File: config.mk
export PLATFORM = sky130hd
export DESIGN_NAME = bra_div
export DESIGN_NICKNAME = d
export VERILOG_FILES = /design/src/hdl/bitmap_run_allocator_top_defines.svh /design/src/hdl/bra_pkg.sv /design/src/hdl/bra_div.sv
export SDC_FILE = /design/constraint.sdc
export NUM_CORES = 1
export LEC_CHECK = 0
export BUFFER_PORTS_ARGS = -buffer_cell sky130_fd_sc_hd__buf_4
export CAP_MARGIN = 20
export CORE_AREA = 2 2 39 41
export CTS_BUF_LIST = sky130_fd_sc_hd__clkbuf_8
export DETAILED_ROUTE_END_ITERATION = 10
export DIE_AREA = 0 0 41 43
export PLACE_DENSITY = 0.83
export SYNTH_ARGS = -nofsm -noshare
export SYNTH_HDL_FRONTEND = slang
export SYNTH_SLANG_ARGS = --single-unit
File: constraint.sdc
create_clock -name clk -period 0.8 [get_ports clk]
set_clock_uncertainty 0.05 [all_clocks]
set_input_delay 0.04 -clock clk [delete_from_list [all_inputs] [get_ports clk]]
set_output_delay 0.04 -clock clk [all_outputs]
set_load 0.03 [all_outputs]
File: src/hdl/bitmap_run_allocator_top_defines.svh
// Assertion macros for the bitmap run allocator.
// Expects signals named clk and rst_n in the including scope.
`ifndef BITMAP_RUN_ALLOCATOR_TOP_DEFINES_SVH
`define BITMAP_RUN_ALLOCATOR_TOP_DEFINES_SVH

// Same-cycle implication, checked out of reset.
`define BRA_ASSERT_IMP(label, ante, cons) \
    label: assert property (@(posedge clk) disable iff (!rst_n) (ante) |-> (cons)) \
        else $error("bitmap run allocator: implication check failed");

// Next-cycle implication, checked out of reset.
`define BRA_ASSERT_NXT(label, ante, cons) \
    label: assert property (@(posedge clk) disable iff (!rst_n) (ante) |=> (cons)) \
        else $error("bitmap run allocator: next-cycle check failed");

`endif

File: src/hdl/bra_pkg.sv
// Shared types and constants for the bitmap run allocator.
// No dependencies; used by bra_div and bitmap_run_allocator_top.
package bra_pkg;

    localparam int MAX_BITS_DEF  = 4096;
    localparam int WORD_BITS_DEF = 32;
    localparam int OPCODE_W      = 3;
    localparam int IDX_W         = 12;
    localparam int CNT_W         = 13;
    // bit positions and run bounds, wide enough for index + count
    localparam int POS_W         = 14;
    localparam int BIU_RESET     = 4096;

    typedef enum logic [OPCODE_W-1:0] {
        OP_FILL        = 3'd0,
        OP_WRITE_BIT   = 3'd1,
        OP_WRITE_RANGE = 3'd2,
        OP_TEST_BIT    = 3'd3,
        OP_FIND_RUN    = 3'd4
    } op_t;

    typedef struct packed {
        logic [OPCODE_W-1:0] opcode;
        logic [IDX_W-1:0]    index;
        logic [CNT_W-1:0]    count;
        logic                value;
    } req_t;

    typedef struct packed {
        logic             hit;
        logic [IDX_W-1:0] position;
        logic             rejected;
    } rsp_t;

    typedef enum logic [2:0] {
        S_CLEAR,
        S_IDLE,
        S_DIV,
        S_WALK,
        S_RESP
    } state_t;

    typedef struct packed {
        logic             done;
        logic [IDX_W-1:0] quot;
        logic [IDX_W-1:0] rem;
    } div_res_t;

endpackage

File: src/hdl/bra_div.sv
// Splits a bit index into word number and bit offset by reciprocal multiplication;
// the quotient and remainder are registered and flagged by done. Depends on bra_pkg.
module bra_div #(
    parameter int WORD_BITS = bra_pkg::WORD_BITS_DEF
) (
    input  logic                      clk,
    input  logic                      rst_n,
    input  logic                      start,
    input  logic [bra_pkg::IDX_W-1:0] dividend,
    output bra_pkg::div_res_t         res
);

    localparam int     IW    = bra_pkg::IDX_W;
    localparam int     SH    = IW + $clog2(WORD_BITS);
    // ceil(2^SH / WORD_BITS) gives the exact quotient for every IW-bit index
    localparam longint RECIP = ((longint'(1) << SH) + longint'(WORD_BITS) - 1)
                               / longint'(WORD_BITS);
    localparam int     RW    = IW + 2;
    localparam int     PW    = IW + RW;

    logic          done_reg;
    logic [IW-1:0] quot_reg, quot_next;
    logic [IW-1:0] rem_reg, rem_next;
    logic [PW-1:0] product;

    always_comb
    begin
        product   = PW'(dividend) * PW'(RECIP);
        quot_next = IW'(product >> SH);
        rem_next  = dividend - quot_next * IW'(WORD_BITS);
    end

    always_ff @(posedge clk or negedge rst_n)
    begin
        if (!rst_n)
        begin
            done_reg <= 1'b0;
        end
        else
        begin
            done_reg <= start;
        end
    end

    always_ff @(posedge clk)
    begin
        if (start)
        begin
            quot_reg <= quot_next;
            rem_reg  <= rem_next;
        end
    end

    assign res = '{done: done_reg, quot: quot_reg, rem: rem_reg};

endmodule

* After elaboration in Yosys (flattened, before gate mapping) *
Index checks and enable logic that the tools add are counted.

storage, ports and cells
  register bits = 20
  latch bits = 0
  RAM bits = 0
  bits in read-only memories = 0
  output and inout port bits = 25
  word-level logic and storage cells = 4
  memories kept = 0

operators by class
  add/sub/neg operators = 1
  $mul = 0
  div/mod/pow operators = 0
  magnitude comparators = 0
  equal/unequal tests = 0
  shifts and indexed selects = 0
  mux-type cells = 0
  bitwise gates (word level) = 0
  reductions and logical operators = 0

operators with widths
  cell              count
  $sub A12 B12 Y12  1

* Logic depth before layout (Yosys ltp) *
Gate-level depths: netlist (run 1).

  depth after elaboration = 1
  depth in mapped cells = 1
  mapped depth without buffers = 0

* Least setup slack after synthesis (run 1) *
OpenSTA, ideal clock, no wires.

  path kind = reg2out
  start point = register rem_reg[0]
  end point = output port res[0] (netlist bit)
  arrival = 496 ps
  required time = 710 ps
  slack = 214 ps
  cell stages (with the launch flop) = 1
  buffers on the path = 0
  path through = edfxtp_1

RTL lines
  element                 RTL line       source
  from (decl)             bra_div.sv:23  logic [IW-1:0] rem_reg, rem_next;
  from (signal assigned)  bra_div.sv:50  rem_reg <= rem_next;
  to (decl)               bra_div.sv:10  output bra_pkg::div_res_t res

No word-level cell between the ends.

* Final worst setup path (run 1) *
  start point = register quot_reg[6]
  end point = output port res[18] (netlist bit)

RTL lines
  element                 RTL line       source
  from (decl)             bra_div.sv:22  logic [IW-1:0] quot_reg, quot_next;
  from (signal assigned)  bra_div.sv:49  quot_reg <= quot_next;

No word-level cell between the ends.

==> summary.md, run 1 <==
| Metric | Value |
|---|---|
| Status | `finished with violations` |
| Failing checks | `setup timing` |
| Synth Register Bits | `13` |
| Fmax | `1.108 GHz` |
| Yosys top cell by area | `edfxtp_1` |
| Commonest cells post-synth | `buf_4 (13), edfxtp_1 (12), conb_1 (1), dfrtp_1 (1)` |
| Hold_ws | `0.06770 ns` |
| Die Span X | `41 um` |
| Initial core utilization | `35.17%` |
| Fin. max-slew vios | `0` |
| Die height | `43 um` |
| Min Tclk post-route | `0.9026 ns` |
| Number of global-route vias before repair | `348` |
| Final worst setup slack | `-0.1026 ns` |
| Setup bufs post-CTS | `0` |
| Total GRT Usage | `14.59%` |
| Top-count cell post-synth | `buf_4` |
| CP Class | `reg -> out` |
| Ys flop type | `edfxtp_1` |
| Unique masters post-synth | `4` |
| Vias post-DR | `329` |
| Max Cap Viol | `0` |
| Post-Place Cell Area | `653.1 sq um` |
| Ant diodes | `0` |
| Io pins | `40` |
| Setup violations, final | `13` |
| CTS buffer count | `3` |
| I/O Buffers | `27` |
| Global placer's final weighted congestion | `0.5503` |
| CP startpoint kind | `flop` |
| FP Rows | `14` |
| Slowest stage cell, crit path | `edfxtp_1` |
| IR drop worst, VDD | `0.001228 V` |
| Mean post-synth cell area | `18.03 sq um` |
| Fill cells | `107` |
| Post-Syn Area | `486.7 sq um` |
| Area Growth Syn to Fin | `82.26%` |
| Share of cells above drive strength 1 | `42.86%` |
| Worst EP arrival | `0.81 ns` |
| Worst hold path type | `in -> async` |
| Die area | `1763 sq um` |
| Max Root-Sink Buffers | `2` |
| Final Cell Area | `887.1 sq um` |
| Synth area leaders | `edfxtp_1 (74%), buf_4 (20%), dfrtp_1 (5.1%)` |
| Static Leak | `0.3993 nW` |
| Pwr/cell area | `2026 nW/um^2` |
| Max reg flops | `7` |
| Initial antenna violation count | `0` |
| H-tree levels | `1` |
| Total grt overflow | `0` |
| Post-route DRC | `0` |
| Period utilization | `112.8%` |
| CTS tree | `done` |
| Core area | `1384 sq um` |
| Area share of the largest cell type after synthesis | `74.04%` |
| Req. time, crit path | `0.71 ns` |
| Via density | `3.826` |
| Critical path's top delay family | `flip-flops` |
| Register area share after synthesis | `79.18%` |
| RSZ-0062 raised after global routing | `yes` |
| CP peak stage delay | `0.41 ns` |
| Synth Warn # | `0` |
| Detailed Routing Iterations Pass 1 | `4` |
| Clock sink total | `13` |
| WP buf/inv | `1` |
| Ys async rst share | `7.692%` |
| DR iter-0 viols | `7` |
| Largest net degree at the start of global routing | `14` |
| Clock slew at reported path FFs | `0.05 ns` |
| Routed Antenna Nets | `0` |
| Critical path cell sequence | `buf_6` |
| Place WS | `0.1596 ns` |
| Root Driver | `clkbuf_8` |
| Nets | `86` |
| Crit path max fanout | `1` |
| Final hold vios | `0` |
| Crit path capture type | `primary output` |
| First-pass GRT wire length | `1504 um` |
| Cells after Synth | `27` |
| Routed len/inst | `13.14 um` |
| Routed WL | `1130 um` |
| Number of synthesized flops with an enable pin | `12` |
[per-stage QoR]
step | setup TNS [ns] | utilization, % | total power, W | instances
floorplan | 0 | - | 0.001059 | 38
global placement | 0 | 47.20 | 0.001141 | 68
detailed placement | 0 | 47.20 | 0.001153 | 68
CTS | -0.9692 | 64.10 | 0.001813 | 86
global route | -1.195 | 64.10 | 0.001866 | 86
finish | -0.8710 | 64.10 | 0.001797 | 86
[metal layers]
metal,up-vias,global-route usage [%],wire (um)
li1,152,-,-
met1,161,11.46,327
met2,14,27.50,755
met3,2,1.571,31
met4,0,12.00,15
met5,-,0,0
[what timing repair did]
| action | 4_1_cts | 5_1_grt |
|---|---|---|
| resized for setup | 13 | 0 |
| setup endpoints to repair | 13 | 13 |
| hold buffers | 14 | 0 |
| hold endpoints to repair | 14 | 0 |
| pin swaps | 0 | 0 |
[logic make-up after synthesis]
group        synth area share [%]
flops                       79.18
other cells                0.7705
buf+inv                     20.05
[cell usage in the layout (no fill, tap or decap)]
cell	Yosys	routed
dlygate4sd3_1	0	14
buf_4	13	14
buf_6	0	13
conb_1	1	12
edfxtp_1	12	12
clkbuf_8	0	3
inv_1	0	1
dfrtp_1	1	1
[power breakdown]
part | leakage, nW | internal, W | switching, W
combinational | 0.243 | 0.000178 | 0.000229
clock | 0.0269 | 0.000338 | 0.000222
sequential | 0.129 | 0.000803 | 0.0000263
total | 0.399 | 0.00132 | 0.000478
[path summary, 6_finish.rpt]
path                              end  slack [ns]  depth (start not counted)        start
max in group asynchronous    done_reg        0.55                          2        rst_n
hold / removal               done_reg        0.07                          2        rst_n
setup / recovery              res[18]       -0.10                          1  quot_reg[6]
min in group clk           rem_reg[1]        0.08                          1        start
[final cells by class]
cell class / count / area (sq um) / area share [%]
tap: 16 / 20.02 / 2.257
sequential: 13 / 385.4 / 43.44
clock buffer: 3 / 41.29 / 4.654
multi-input combinational: 12 / 45.04 / 5.078
timing repair buffer: 41 / 391.6 / 44.15
clock inverter: 1 / 3.754 / 0.4231
Note: power is estimated with default switching activity, not from simulation.
==> inputs of run 2 (changes only) <==
--- a/config.mk
+++ b/config.mk
@@ -11,7 +11,9 @@
 export CTS_BUF_LIST = sky130_fd_sc_hd__clkbuf_8
 export DETAILED_ROUTE_END_ITERATION = 10
 export DIE_AREA = 0 0 41 43
+export HOLD_SLACK_MARGIN = 0.12
 export PLACE_DENSITY = 0.83
+export RECOVER_POWER = 25
 export SYNTH_ARGS = -nofsm -noshare
 export SYNTH_HDL_FRONTEND = slang
 export SYNTH_SLANG_ARGS = --single-unit
==> summary.md, run 2 (synthesis results as in run 1) <==
| Metric | Value |
|---|---|
| Routed WL | `1090 um (-3.5%)` |
| Max Cap Viol | `0 (unchanged)` |
| Via density | `3.765 (-1.6%)` |
| Total GRT Usage | `15.23% (+0.63 points)` |
| Fmax | `1.137 GHz (+2.6%)` |
| Setup violations, final | `13 (unchanged)` |
| DR iter-0 viols | `0 (-7)` |
| Worst path depth | `1 (unchanged)` |
| Die Span X | `41 um (unchanged)` |
| Static Leak | `0.3913 nW (-2.0%)` |
| Initial antenna violation count | `0 (unchanged)` |
| Number of global-route vias before repair | `348 (unchanged)` |
| Crit path max fanout | `1 (unchanged)` |
| Clk pwr share | `31.7% (+0.5 points)` |
| Area Growth Syn to Fin | `79.43%` |
| First-pass GRT wire length | `1545 um (+2.7%)` |
| Sequential share of power | `46.1% (about the same)` |
| IR drop worst, VDD | `0.001233 V (+0.39%)` |
| CP peak stage delay | `0.39 ns (-0.02 ns)` |
| Largest net degree at the start of global routing | `14 (unchanged)` |
| Failing checks | `setup timing` |
| Io pins | `40 (unchanged)` |
| Share of cells above drive strength 1 | `42.03% (-0.83 points)` |
| CP Class | `reg -> out` |
| Hold-fix buffers, CTS | `14 (unchanged)` |
| Switching part of the total power | `26.88% (+0.29 points)` |
| Max reg flops | `7 (unchanged)` |
| Critical path's top delay family | `flip-flops` |
| Post-route DRC | `0 (unchanged)` |
| Core area | `1384 sq um (unchanged)` |
| Final worst setup slack | `-0.07969 ns (+0.02291 ns)` |
| WP buf/inv | `1 (unchanged)` |
| Total grt overflow | `0 (unchanged)` |
| Detailed Routing Iterations Pass 1 | `1 (-3)` |
| CP startpoint | `quot_reg[2]` |
| Fin. max-slew vios | `0 (unchanged)` |
| Dpl cells | `68 (unchanged)` |
| CP startpoint kind | `flop` |
| Critical path cell sequence | `buf_6` |
| H-tree levels | `1 (unchanged)` |
| Clock slew at reported path FFs | `0.06 ns (about the same)` |
| Combinational share of power | `22.2% (-0.5 points)` |
| FP Rows | `14 (unchanged)` |
| Final hold vios | `0 (unchanged)` |
| Worst hold path type | `in -> async` |
| P_sw | `0.0004832 W (+1.1%)` |
| Most frequent cells in the layout | `dlygate4sd3_1 (13), buf_6 (13), conb_1 (12), buf_4 (12), edfxtp_1 (12)` |
| Initial core utilization | `35.17% (unchanged)` |
| Pint | `0.001314 W (-0.37%)` |
| Root Driver | `clkbuf_8` |
| Max Root-Sink Buffers | `2 (unchanged)` |
| Max-Slew Margin vs Limit | `56.47%` |
| Die area | `1763 sq um (unchanged)` |
| Post-Layout Cell Count | `85 (-1.2%)` |
| Ant diodes | `0 (unchanged)` |
| RSZ-0062 raised after global routing | `yes` |
| CTS buffer count | `3 (unchanged)` |
| Clock sink total | `13 (unchanged)` |
| Post-Place Cell Area | `653.1 sq um (unchanged)` |
| Crit path capture type | `primary output` |
| Die height | `43 um (unchanged)` |
| Global placer's final weighted congestion | `0.5503 (unchanged)` |
| CTS tree | `done` |
| Pwr/cell area | `2058 nW/um^2 (+1.6%)` |
| Vias post-DR | `320 (-2.7%)` |
| Period utilization | `110.0% (-2.9 points)` |
| I/O Buffers | `27 (unchanged)` |
| Final Cell Area | `873.3 sq um (-1.6%)` |
| Routed len/inst | `12.82 um (-2.4%)` |
| Routed Antenna Nets | `0 (unchanged)` |
| Min Tclk post-route | `0.8797 ns (-0.02291 ns)` |
| Nets | `85 (-1.2%)` |
| Req. time, crit path | `0.71 ns (about the same)` |
| Slowest stage cell, crit path | `edfxtp_1` |
| Worst Tran Pin Value | `0.6530 ns` |
| Worst EP arrival | `0.79 ns (-0.02 ns)` |
| Crit path to | `res[14]` |
| Status | `finished with violations` |
[run 2: changes by cell type in the layout (fill, tap and decap cells not counted)]
cell / before / now
clkbuf_4: 0 / 1
buf_4: 14 / 12
clkbuf_1: 0 / 1
dlygate4sd3_1: 14 / 13
[run 2: what timing repair did]
action / 4_1_cts / 5_1_grt
setup buffers: 0 / 0
endpoints found under the setup margin: 13 / 14
endpoints found under the hold margin: 26 / 14
resized for setup: 13 / 0
[run 2: how the worst min path moves through the flow]
stage / startpoint / to / cells past startpoint
final: rst_n / done_reg / 2
after global routing: rst_n / done_reg / 2
after CTS: start / done_reg / 1
after detailed placement: rst_n / done_reg / 1
after global placement: rst_n / done_reg / 1
after floorplan: rst_n / done_reg / 0
[run 2: power by group through the flow]
stage / combinational (W) / sequential [W] / clock, W
after floorplan: 0.000128 / 0.000931 / 0
after detailed placement: 0.000320 / 0.000833 / 0
final: 0.000399 / 0.000829 / 0.000570
after CTS: 0.000405 / 0.000830 / 0.000578
after global routing: 0.000420 / 0.000834 / 0.000606
after global placement: 0.000315 / 0.000826 / 0
[run 2: per-layer routing]
layer	global-route usage, %	vias to the layer above	routed length [um]
met2	27.81	17	723
met1	12.20	148	272
met3	1.571	5	43
li1	-	150	-
met5	0	-	0
met4	14.00	0	51
[run 2: final cells by class]
cell class,count,area (sq um)
clock buffer,3,41.29
clock inverter,1,3.754
fill,115,510.5
multi-input combinational,12,45.04
sequential,13,385.4
tap,16,20.02
timing repair buffer,40,377.9
[run 2: metrics by stage]
step | total power, W | setup TNS (ns) | setup slack (ns) | hold slack, ns | utilization, %
final | 0.001798 | -0.8739 | -0.07969 | 0.07185 | 63.11
after CTS | 0.001813 | -0.9692 | -0.09665 | -0.02299 | 64.10
after global placement | 0.001141 | 0 | 0.1950 | -0.2343 | 47.20
after global routing | 0.001860 | -1.195 | -0.1158 | 0.1066 | 63.11
after floorplan | 0.001059 | 0 | 0.2144 | -0.3056 | -
after detailed placement | 0.001153 | 0 | 0.1596 | -0.2335 | 47.20
